File: src/qsu_pkg.sv
// Shared types and constants for the quoted string unescaper.
package qsu_pkg;

  localparam int ByteW = 8;
  localparam int KindW = 2;
  localparam int ErrW  = 3;
  localparam int NibW  = 4;

  typedef enum logic [2:0] {
    MODE_START    = 3'd0,
    MODE_UNQUOTED = 3'd1,
    MODE_QUOTED   = 3'd2,
    MODE_ESCAPE   = 3'd3,
    MODE_HEX1     = 3'd4,
    MODE_HEX2     = 3'd5,
    MODE_CLOSED   = 3'd6,
    MODE_DISCARD  = 3'd7
  } mode_t;

  typedef enum logic [KindW-1:0] {
    KIND_BYTE = 2'd0,
    KIND_DONE = 2'd1,
    KIND_ERR  = 2'd2
  } kind_t;

  localparam logic [ErrW-1:0] ERR_NONE     = 3'd0;
  localparam logic [ErrW-1:0] ERR_HEX      = 3'd1;
  localparam logic [ErrW-1:0] ERR_ESCAPE   = 3'd2;
  localparam logic [ErrW-1:0] ERR_UNTERM   = 3'd3;
  localparam logic [ErrW-1:0] ERR_STRAY    = 3'd4;
  localparam logic [ErrW-1:0] ERR_TRAILING = 3'd5;

  localparam logic [ByteW-1:0] CH_NUL   = 8'h00;
  localparam logic [ByteW-1:0] CH_LF    = 8'h0a;
  localparam logic [ByteW-1:0] CH_CR    = 8'h0d;
  localparam logic [ByteW-1:0] CH_QUOTE = 8'h22;
  localparam logic [ByteW-1:0] CH_BSL   = 8'h5c;
  localparam logic [ByteW-1:0] CH_N     = 8'h6e;
  localparam logic [ByteW-1:0] CH_R     = 8'h72;
  localparam logic [ByteW-1:0] CH_X     = 8'h78;

  // output data width, padded to whole bytes
  localparam int OutDataW = ((ByteW + ErrW + 7) / 8) * 8;

  typedef struct packed {
    kind_t            kind;
    logic [ByteW-1:0] data;
    logic [ErrW-1:0]  err;
    logic             last;
  } result_t;

endpackage

File: src/qsu_parser.sv
// Parse state machine: mode and hex nibble registers plus the per-byte decode.
module qsu_parser
  import qsu_pkg::*;
(
  input  logic             clk,
  input  logic             rst,
  input  logic             accept,
  input  logic [ByteW-1:0] in_byte,
  output logic             res_valid,
  output result_t          res
);

  mode_t            mode, mode_next;
  logic [NibW-1:0]  high_nibble, high_nibble_next;
  logic             is_hex;
  logic [NibW-1:0]  hex_val;

  always_comb begin
    is_hex  = 1'b1;
    hex_val = '0;
    if (in_byte >= 8'h30 && in_byte <= 8'h39) begin
      hex_val = NibW'(in_byte - 8'h30);
    end else if (in_byte >= 8'h61 && in_byte <= 8'h66) begin
      hex_val = NibW'(in_byte - 8'h57);
    end else if (in_byte >= 8'h41 && in_byte <= 8'h46) begin
      hex_val = NibW'(in_byte - 8'h37);
    end else begin
      is_hex = 1'b0;
    end
  end

  always_ff @(posedge clk) begin
    if (rst) begin
      mode        <= MODE_START;
      high_nibble <= '0;
    end else if (accept) begin
      mode        <= mode_next;
      high_nibble <= high_nibble_next;
    end
  end

  always_comb begin
    logic is_nul;
    logic [ByteW-1:0] err_mode;
    is_nul           = (in_byte == CH_NUL);
    err_mode         = '0;
    mode_next        = mode;
    high_nibble_next = high_nibble;
    res_valid        = 1'b0;
    res.kind         = KIND_BYTE;
    res.data         = in_byte;
    res.err          = ERR_NONE;
    res.last         = 1'b0;
    unique case (mode)
      MODE_START: begin
        if (is_nul) begin
          res_valid = 1'b1;
          res.kind  = KIND_DONE;
        end else if (in_byte == CH_QUOTE) begin
          mode_next = MODE_QUOTED;
        end else begin
          mode_next = MODE_UNQUOTED;
          res_valid = 1'b1;
        end
      end
      MODE_UNQUOTED: begin
        res_valid = 1'b1;
        if (is_nul) begin
          mode_next = MODE_START;
          res.kind  = KIND_DONE;
        end else if (in_byte == CH_QUOTE) begin
          res.kind  = KIND_ERR;
          res.err   = ERR_STRAY;
        end
      end
      MODE_QUOTED: begin
        if (is_nul) begin
          res_valid = 1'b1;
          res.kind  = KIND_ERR;
          res.err   = ERR_UNTERM;
        end else if (in_byte == CH_BSL) begin
          mode_next = MODE_ESCAPE;
        end else if (in_byte == CH_QUOTE) begin
          mode_next = MODE_CLOSED;
        end else begin
          res_valid = 1'b1;
        end
      end
      MODE_ESCAPE: begin
        mode_next = MODE_QUOTED;
        res_valid = 1'b1;
        if (in_byte == CH_N) begin
          res.data = CH_LF;
        end else if (in_byte == CH_R) begin
          res.data = CH_CR;
        end else if (in_byte == CH_BSL || in_byte == CH_QUOTE) begin
          res.data = in_byte;
        end else if (in_byte == CH_X) begin
          mode_next = MODE_HEX1;
          res_valid = 1'b0;
        end else begin
          res.kind = KIND_ERR;
          res.err  = ERR_ESCAPE;
        end
      end
      MODE_HEX1: begin
        if (is_hex) begin
          high_nibble_next = hex_val;
          mode_next        = MODE_HEX2;
        end else begin
          res_valid = 1'b1;
          res.kind  = KIND_ERR;
          res.err   = ERR_HEX;
        end
      end
      MODE_HEX2: begin
        res_valid = 1'b1;
        if (is_hex) begin
          mode_next = MODE_QUOTED;
          res.data  = {high_nibble, hex_val};
        end else begin
          res.kind = KIND_ERR;
          res.err  = ERR_HEX;
        end
      end
      MODE_CLOSED: begin
        res_valid = 1'b1;
        if (is_nul) begin
          mode_next = MODE_START;
          res.kind  = KIND_DONE;
        end else begin
          res.kind = KIND_ERR;
          res.err  = ERR_TRAILING;
        end
      end
      MODE_DISCARD: begin
        if (is_nul) begin
          mode_next = MODE_START;
        end
      end
      default: begin
        mode_next = MODE_START;
      end
    endcase
    // any error ends the string on NUL, otherwise drops bytes until NUL
    if (res.kind == KIND_ERR) begin
      mode_next = is_nul ? MODE_START : MODE_DISCARD;
    end
    if (res.kind != KIND_BYTE) begin
      res.data = err_mode;
      res.last = 1'b1;
    end
  end

  // Second hex digit is only ever reached from the first one
  a_hex2_from_hex1: assert property (@(posedge clk) disable iff (rst)
    (!$past(rst) && mode == MODE_HEX2 && $past(mode) != MODE_HEX2)
      |-> $past(mode) == MODE_HEX1)
    else $error("entered second hex digit without first");

  // An error on a non-NUL byte must leave the parser discarding
  a_err_discard: assert property (@(posedge clk) disable iff (rst)
    (accept && res_valid && res.kind == KIND_ERR && in_byte != CH_NUL)
      |=> mode == MODE_DISCARD)
    else $error("error did not enter discard");

  // NUL always returns the parser to the start of a string
  a_nul_restart: assert property (@(posedge clk) disable iff (rst)
    (accept && in_byte == CH_NUL) |=> mode == MODE_START)
    else $error("terminator did not restart parse");

endmodule

File: src/qsu_out_buf.sv
// Two-entry output buffer (result register plus skid) for the result stream.
module qsu_out_buf
  import qsu_pkg::*;
(
  input  logic    clk,
  input  logic    rst,
  input  logic    push,
  input  result_t push_res,
  output logic    can_push,
  output logic    m_tvalid,
  input  logic    m_tready,
  output result_t m_res
);

  logic    skid_valid;
  result_t skid_res;
  logic    pop;

  assign pop      = m_tvalid && m_tready;
  assign can_push = !skid_valid;

  always_ff @(posedge clk) begin
    if (rst) begin
      m_tvalid   <= 1'b0;
      skid_valid <= 1'b0;
    end else if (skid_valid) begin
      if (pop) begin
        skid_valid <= 1'b0;
      end
    end else if (push && m_tvalid && !pop) begin
      skid_valid <= 1'b1;
    end else if (push) begin
      m_tvalid <= 1'b1;
    end else if (pop) begin
      m_tvalid <= 1'b0;
    end
  end

  always_ff @(posedge clk) begin
    if (skid_valid) begin
      if (pop) begin
        m_res <= skid_res;
      end
    end else if (push && m_tvalid && !pop) begin
      skid_res <= push_res;
    end else if (push) begin
      m_res <= push_res;
    end
  end

  a_skid_needs_main: assert property (@(posedge clk) disable iff (rst)
    skid_valid |-> m_tvalid)
    else $error("skid holds a beat while output is empty");

  a_skid_holds: assert property (@(posedge clk) disable iff (rst)
    (skid_valid && !pop) |=> skid_valid)
    else $error("skid beat lost");

  a_stall_to_skid: assert property (@(posedge clk) disable iff (rst)
    (push && can_push && m_tvalid && !m_tready) |=> skid_valid && m_tvalid)
    else $error("stalled push not captured in skid");

endmodule

File: src/quoted_string_unescaper.sv
// Quoted string unescaper top level: stream ports, parser and output buffer.
//
// Takes one source byte per beat and accepts a new beat every cycle while
// s_tready is high; each byte is decoded in the cycle it is accepted and its
// result (if any) is registered in the output buffer before it appears on the
// master side. A two-entry output buffer (result register plus skid) sits
// between the sides: s_tready depends only on the skid register, so the
// block keeps taking bytes while one result waits and stops only when two
// results are held. A string yields its decoded bytes, then one done or
// error beat with m_tlast high; after an error the bytes up to the NUL
// terminator give no beats.
module quoted_string_unescaper
  import qsu_pkg::*;
(
  input  logic                clk,
  input  logic                rst,
  input  logic                s_tvalid,
  output logic                s_tready,
  input  logic [ByteW-1:0]    s_tdata,   // [7:0] in_byte
  output logic                m_tvalid,
  input  logic                m_tready,
  output logic [OutDataW-1:0] m_tdata,   // [7:0] out_byte, [10:8] error_code, rest 0
  output logic [KindW-1:0]    m_tuser,   // [1:0] out_kind
  output logic                m_tlast    // is_last
);

  logic    accept;
  logic    res_valid;
  result_t res;
  result_t m_res;
  logic    can_push;

  assign s_tready = can_push;
  assign accept   = s_tvalid && can_push;

  qsu_parser u_parser (
    .clk       (clk),
    .rst       (rst),
    .accept    (accept),
    .in_byte   (s_tdata),
    .res_valid (res_valid),
    .res       (res)
  );

  qsu_out_buf u_out_buf (
    .clk      (clk),
    .rst      (rst),
    .push     (accept && res_valid),
    .push_res (res),
    .can_push (can_push),
    .m_tvalid (m_tvalid),
    .m_tready (m_tready),
    .m_res    (m_res)
  );

  assign m_tdata = OutDataW'({m_res.err, m_res.data});
  assign m_tuser = m_res.kind;
  assign m_tlast = m_res.last;

endmodule
File: config.mk
export PLATFORM = sky130hd
export DESIGN_NAME = quoted_string_unescaper
export DESIGN_NICKNAME = d
export VERILOG_FILES = /design/src/qsu_pkg.sv /design/src/qsu_parser.sv /design/src/qsu_out_buf.sv /design/src/quoted_string_unescaper.sv
export SDC_FILE = /design/constraint.sdc
export NUM_CORES = 1
export LEC_CHECK = 0
export BUFFER_PORTS_ARGS = -buffer_cell sky130_fd_sc_hd__buf_2
export CORE_UTILIZATION = 52
export CTS_CLUSTER_DIAMETER = 80
export CTS_CLUSTER_SIZE = 28
export DETAILED_ROUTE_END_ITERATION = 16
export PLACE_DENSITY = 0.81
export SYNTH_ARGS = -nofsm -noshare
export SYNTH_HDL_FRONTEND = slang
export SYNTH_HIERARCHICAL = 1
export SYNTH_SLANG_ARGS = --single-unit
File: constraint.sdc
create_clock -name clk -period 3.6 [get_ports clk]
set_clock_uncertainty 0.05 [all_clocks]
set_input_delay 0.18 -clock clk [delete_from_list [all_inputs] [get_ports clk]]
set_output_delay 0.18 -clock clk [all_outputs]
set_load 0.01 [all_outputs]
==> impl_metrics.csv, run 1 <==
group,metric,value,unit
sta,setup_viol,0,
critical_path,path_cells,"buf_2, inv_1, ha_1, or3b_2, and3_1, nor2_1, nand2_1, a21o_1, o221ai_1, and3_1, and4_1",
grt,grt-ovfl-total,0,
placement,place.gp.congestion,0.864,
placement,dp_slack,0.340,ns
critical_path,critPathRequiredTime,3.47,ns
yosys,yosys_warnings,6,
die,ios,33,
yosys,syn-instance-count,212,
critical_path,max_stage_delay,0.60,ns
layout,diodes,0,
cts,htree_num_levels,2,
cts,cts_buffers,5,
power_and_ir_drop,power,0.000983,W
die,die-area,0.00466,sq mm
run,max_cap_viol_count,0,
yosys,yosys.area.top_type,"edfxtp_1",
die,coreArea,0.00412,sq mm
cts,cts_setup_buffers,0,
layout,final_common_cell,"edfxtp_1",
sta,whs,0.0802,ns
critical_path,cpMostUsedCell,"and3_1",
yosys,synth_flop_cell,"edfxtp_1",
sta,max_freq,337,MHz
worst_hold_path,hold_class,"primary input to register",
detailed_routing,drt_iter0_markers,151,
die,start_util,55.4,%
yosys,synth_edf_count,28,
detailed_routing,wirelength,4540,um
sta,min_period,2.97,ns
sta,timing_max_transition_violations_final,0,
placement,placedCellCount,280,
cts,cts_tree,"done",
grt,grt_pass1_wl,7400,um
yosys,netlist_area,0.00228,sq mm
yosys,synth_top_area_share,36.9,%
cts,cts.repair.resized,0,
placement,portBuffers,27,
yosys,synthArstFlopShare,0,%
yosys,synthTopCellsByArea,"edfxtp_1 37%, dfxtp_1 7.9%, mux2_4 4.6%, nor2_1 4.1%, mux2_2 3.9%",
detailed_routing,drc,0,
grt,grt_max_degree,20,
sta,grt_setup_unrepaired,"false",
cts,cts_root_buf,"clkbuf_8",
sta,tns,0,ns
detailed_routing,drtPass1Iterations,4,
die,dieHeight,68.2,um
cts,cts_buffer_depth,2,
critical_path,r2r_cells,7,
critical_path,crit_path_end_kind,"register",
sta,final.setup.worst_slack,0.631,ns
run_status,status,"finished, final reports clean",
worst_hold_path,worstHoldPathCells,2,
critical_path,crit_family,"simple AND/OR/NAND/NOR gates",
critical_path,crit_type,"primary input to register",
layout,final_cells,288,
cts,clkSlewWorstSetupHoldPaths,0.07,ns
layout,finalNetCount,253,
power_and_ir_drop,p_leak,1.02,nW
yosys,ys_seq_elements,37,
die,fp.dieW,68.2,um
layout,area_growth,10.1,%
critical_path,cp.depth,11,
detailed_routing,vias_per_cell,5.93,
yosys,synth.avg_cell_area,10.8,sq um
power_and_ir_drop,power_density,391,mW/mm^2
layout,drive_above_1_share,26.9,%
cts,cts_sinks,37,
sta,fin_crit_sh,82.5,%
cts,insertion_delay,0.28,ns
sta,slew_headroom,36.6,%
die,num_rows,23,
yosys,ys_seq_area_share,44.8,%
power_and_ir_drop,peakVddDrop,0.225,mV
yosys,ys_types,59,
detailed_routing,ant_nets,0,
sta,tightest_slew,0.949,ns
critical_path,crit_path_max_fanout,14,
placement,dp_hpwl,3330,um
critical_path,slowest_stage,"and4_1",
detailed_routing,wire_per_inst,15.7,um
layout,layout_common_cells,"28 x edfxtp_1, 27 x buf_2, 25 x nor2_1",
detailed_routing,via_count,1708,
critical_path,arrival,2.84,ns
cts,ctsHoldBuffers,0,
grt,grt_usage,21.6,%
grt,grt_antenna_before_repair,0,
critical_path,cp_num_buf_inv,2,
grt,grt_pass1_vias,1535,
sta,hold_viol_final,0,
critical_path,critPathLaunchType,"primary input",
==> state kept, by name, indices dropped and copies added, names as in the netlist <==
signal / count
u_out_buf/m_tvalid: 1
u_out_buf/skid_res: 14
u_out_buf/m_res: 14
u_parser/high_nibble: 4
u_out_buf/skid_valid: 1
u_parser/mode: 3
==> layout make-up <==
type,instances,area [sq um]
multi-input combinational,153,1120
sequential,37,1020
clock inverter,2,33.8
tap,50,62.6
clock buffer,6,72.6
inverter,9,33.8
fill,375,1600
timing repair buffer,31,165
==> layer usage <==
layer,routed length [um],up-vias,track usage (%)
li1,-,832,-
met4,37,0,7.03
met2,2140,68,34.2
met3,237,4,4.17
met1,2130,804,29.3
met5,0,-,0
==> synth_stat cells, types with 2 or more instances <==
| cell | n |
|---|---|
| buf_4 | 5 |
| nor3_1 | 3 |
| dfxtp_1 | 9 |
| o211ai_1 | 2 |
| a32o_1 | 3 |
| nor2_1 | 25 |
| o221ai_1 | 3 |
| o21ai_0 | 3 |
| nor4b_1 | 2 |
| a21oi_1 | 11 |
| nand3b_1 | 2 |
| a31oi_1 | 3 |
| buf_6 | 2 |
| a21o_1 | 3 |
| mux2_4 | 7 |
| edfxtp_1 | 28 |
| a22oi_1 | 5 |
| mux2_2 | 8 |
| nand2b_1 | 4 |
| o21a_1 | 3 |
| clkbuf_1 | 6 |
| o21bai_1 | 2 |
| o32ai_2 | 2 |
| nand3_1 | 5 |
| nor2b_1 | 3 |
| mux2i_1 | 4 |
| buf_2 | 3 |
| and4b_1 | 2 |
| inv_1 | 9 |
| ha_1 | 4 |
| nand2_1 | 9 |
| and3_1 | 5 |
==> where the power goes <==
group	internal [W]	switching, W
registers	0.000487	0.0000135
logic	0.0000611	0.0000820
clock network	0.000204	0.000135
total	0.000753	0.000230
==> through the flow <==
stage          cell area (sq um)  utilization [%]
6_report                    2510             61.1
5_1_grt                     2510             61.1
4_1_cts                     2510             61.1
3_5_place_dp                2410             58.5
3_3_place_gp                2410             58.5
2_1_floorplan               2300                -
==> cells by family after synthesis <==
kind of cell | count (synthesis) | share of synthesized area [%]
simple gates | 74 | 18.6
compound gates | 49 | 16.6
xor+xnor | 2 | 0.768
other cells | 1 | 0.164
buf+inv | 26 | 6.64
mux | 19 | 10.3
fa+ha+maj | 4 | 2.19
flops | 37 | 44.8
==> final timing paths <==
path	startpoint	to	slack [ns]
worst min-delay path	m_tready	u_out_buf/skid_valid	0.08
worst max register to register	u_parser/mode[2]	u_out_buf/m_res[9]	0.85
worst min register to register	u_parser/high_nibble[3]	u_parser/high_nibble[3]	0.42
worst max-delay path	s_tdata[0]	u_out_buf/skid_res[9]	0.63
(Power assumes the default switching activity.)
==> run 2, diff against run 1 <==
--- a/config.mk
+++ b/config.mk
@@ -6,11 +6,11 @@
 export NUM_CORES = 1
 export LEC_CHECK = 0
 export BUFFER_PORTS_ARGS = -buffer_cell sky130_fd_sc_hd__buf_2
-export CORE_UTILIZATION = 52
+export CORE_UTILIZATION = 51
 export CTS_CLUSTER_DIAMETER = 80
 export CTS_CLUSTER_SIZE = 28
 export DETAILED_ROUTE_END_ITERATION = 16
-export PLACE_DENSITY = 0.81
+export PLACE_DENSITY = 0.82
 export SYNTH_ARGS = -nofsm -noshare
 export SYNTH_HDL_FRONTEND = slang
 export SYNTH_HIERARCHICAL = 1
==> constraint.sdc (replaced) <==
create_clock -name clk -period 2.7 [get_ports clk]
set_clock_uncertainty 0.05 [all_clocks]
set_input_delay 0.135 -clock clk [delete_from_list [all_inputs] [get_ports clk]]
set_output_delay 0.135 -clock clk [all_outputs]
set_load 0.01 [all_outputs]
==> impl_metrics.csv, run 2 (same netlist as run 1, synthesis figures left out) <==
group,metric,value,unit
run_status,status,"finished, final reports clean",
sta,fin_crit_sh,91.4,%
die,coreArea,0.00414,sq mm
worst_hold_path,hold_class,"primary input to register",
die,fp.dieW,68.9,um
critical_path,critPathRequiredTime,2.65,ns
die,die-area,0.00474,sq mm
sta,timing_max_transition_violations_final,0,
layout,multi_input_area,0.00114,sq mm
critical_path,crit_path_max_fanout,14,
layout,layout_common_cells,"28 x edfxtp_1, 27 x buf_2, 25 x nor2_1",
layout,seqCellArea,0.00102,sq mm
grt,grt_pass1_wl,7800,um
worst_hold_path,hold_start,"rst",
sta,grt_setup_unrepaired,"false",
placement,portBuffers,27,
power_and_ir_drop,power_density,498,mW/mm^2
sta,hold_viol_final,0,
layout,fillers,326,
die,num_rows,23,
die,dieHeight,68.9,um
sta,setup_viol,0,
sta,whs,0.116,ns
die,ios,33,
critical_path,critPathLaunchType,"primary input",
cts,insertion_delay,0.29,ns
detailed_routing,wire_per_inst,15.3,um
cts,cts_sinks,37,
sta,max_freq,405,MHz
detailed_routing,wirelength,4750,um
grt,grt-ovfl-total,0,
detailed_routing,drtPass1Iterations,4,
detailed_routing,ant_nets,0,
detailed_routing,via_count,1797,
cts,cts_tree,"done",
layout,drive_above_1_share,34.1,%
cts,cts_buffers,5,
layout,finalNetCount,276,
cts,cts_setup_buffers,0,
cts,cts.repair.resized,0,
critical_path,r2r_cells,8,
cts,cts_buffer_depth,2,
grt,grt_pass1_vias,1683,
detailed_routing,drt_iter0_markers,106,
critical_path,crit_path_end_kind,"register",
sta,min_period,2.47,ns
sta,tns,0,ns
layout,area_growth,19.6,%
detailed_routing,drc,0,
cts,cts_root_buf,"clkbuf_8",
placement,placedCellCount,302,
grt,grt_antenna_before_repair,0,
power_and_ir_drop,p_leak,1.14,nW
critical_path,arrival,2.42,ns
grt,grt_usage,22.6,%
cts,ctsHoldBuffers,1,
worst_hold_path,whs_endpoint,"u_parser/high_nibble[0]",
power_and_ir_drop,peakVddDrop,0.271,mV
worst_hold_path,worstHoldPathCells,2,
layout,final_cells,311,
placement,place.gp.congestion,0.865,
critical_path,r2r-start,"u_parser/mode[2]",
cts,clkSlewWorstSetupHoldPaths,0.07,ns
die,start_util,55.0,%
layout,reg_top3,"u_out_buf/m_res: 14 flops, u_out_buf/skid_res: 14 flops, u_parser/high_nibble: 4 flops",
run,max_cap_viol_count,0,
layout,diodes,0,
layout,final_common_cell,"edfxtp_1",
detailed_routing,vias_per_cell,5.78,
critical_path,r2r_slack,0.34,ns
critical_path,r2r_end,"u_out_buf/m_res[11]",
grt,grt_max_degree,19,
power_and_ir_drop,power,0.00136,W
critical_path,crit_type,"primary input to register",
cts,htree_num_levels,2,
placement,dp_hpwl,3600,um
-- run 2: area by class of cell --
type,instances,area share [%]
multi-input cells,153,41.6
flip-flops and latches,37,37.4
repair buffers,54,13.4
clock buffers,5,2.52
well taps,50,2.29
clock inverters,3,1.51
inverters,9,1.24
-- run 2: stage by stage --
step                      setup slack [ns]  instance area [sq um]  util, %
after floorplan                     0.0299                   2310        -
after global placement              0.0426                   2610     63.0
after detailed placement           -0.0541                   2610     63.0
after CTS                            0.258                   2730     65.9
after global routing                0.0734                   2730     65.9
final                                0.232                   2730     65.9
-- run 2: critical path: stages --
cell,delay (ns)
buf_2,0.10
inv_1,0.09
ha_1,0.20
or3b_2,0.46
and3_1,0.21
nor2_1,0.22
nand2_1,0.10
a21o_1,0.17
o221ai_1,0.07
and3_1,0.21
mux2i_1,0.12
a21oi_4,0.18
buf_12,0.16
-- run 2: worst max path at each step --
stage | startpoint | endpoint | slack, ns | cells after the start
2_1_floorplan | s_tdata[0] | u_out_buf/m_res[0] | 0.03 | 11
3_3_place_gp | s_tdata[1] | u_out_buf/m_res[10] | 0.04 | 13
3_5_place_dp | s_tdata[1] | u_out_buf/m_res[10] | -0.05 | 13
4_1_cts | s_tdata[1] | u_out_buf/m_res[10] | 0.26 | 13
5_1_grt | s_tdata[1] | u_out_buf/m_res[10] | 0.07 | 13
6_report | s_tdata[1] | u_out_buf/m_res[10] | 0.23 | 13
-- run 2: routing by layer --
metal	global-route usage (%)	share of wire [%]	vias up
li1	-	-	879
met1	28.8	46	850
met4	9.18	1.9	0
met5	0	0	-
met3	4.28	4.7	9
met2	37.4	47	59
-- run 2: power breakdown --
group	total [W]	switching [W]	internal, W
clock network	0.000472	0.000200	0.000272
logic	0.000228	0.000124	0.000103
registers	0.000661	0.0000112	0.000649
total	0.00136	0.000336	0.00102
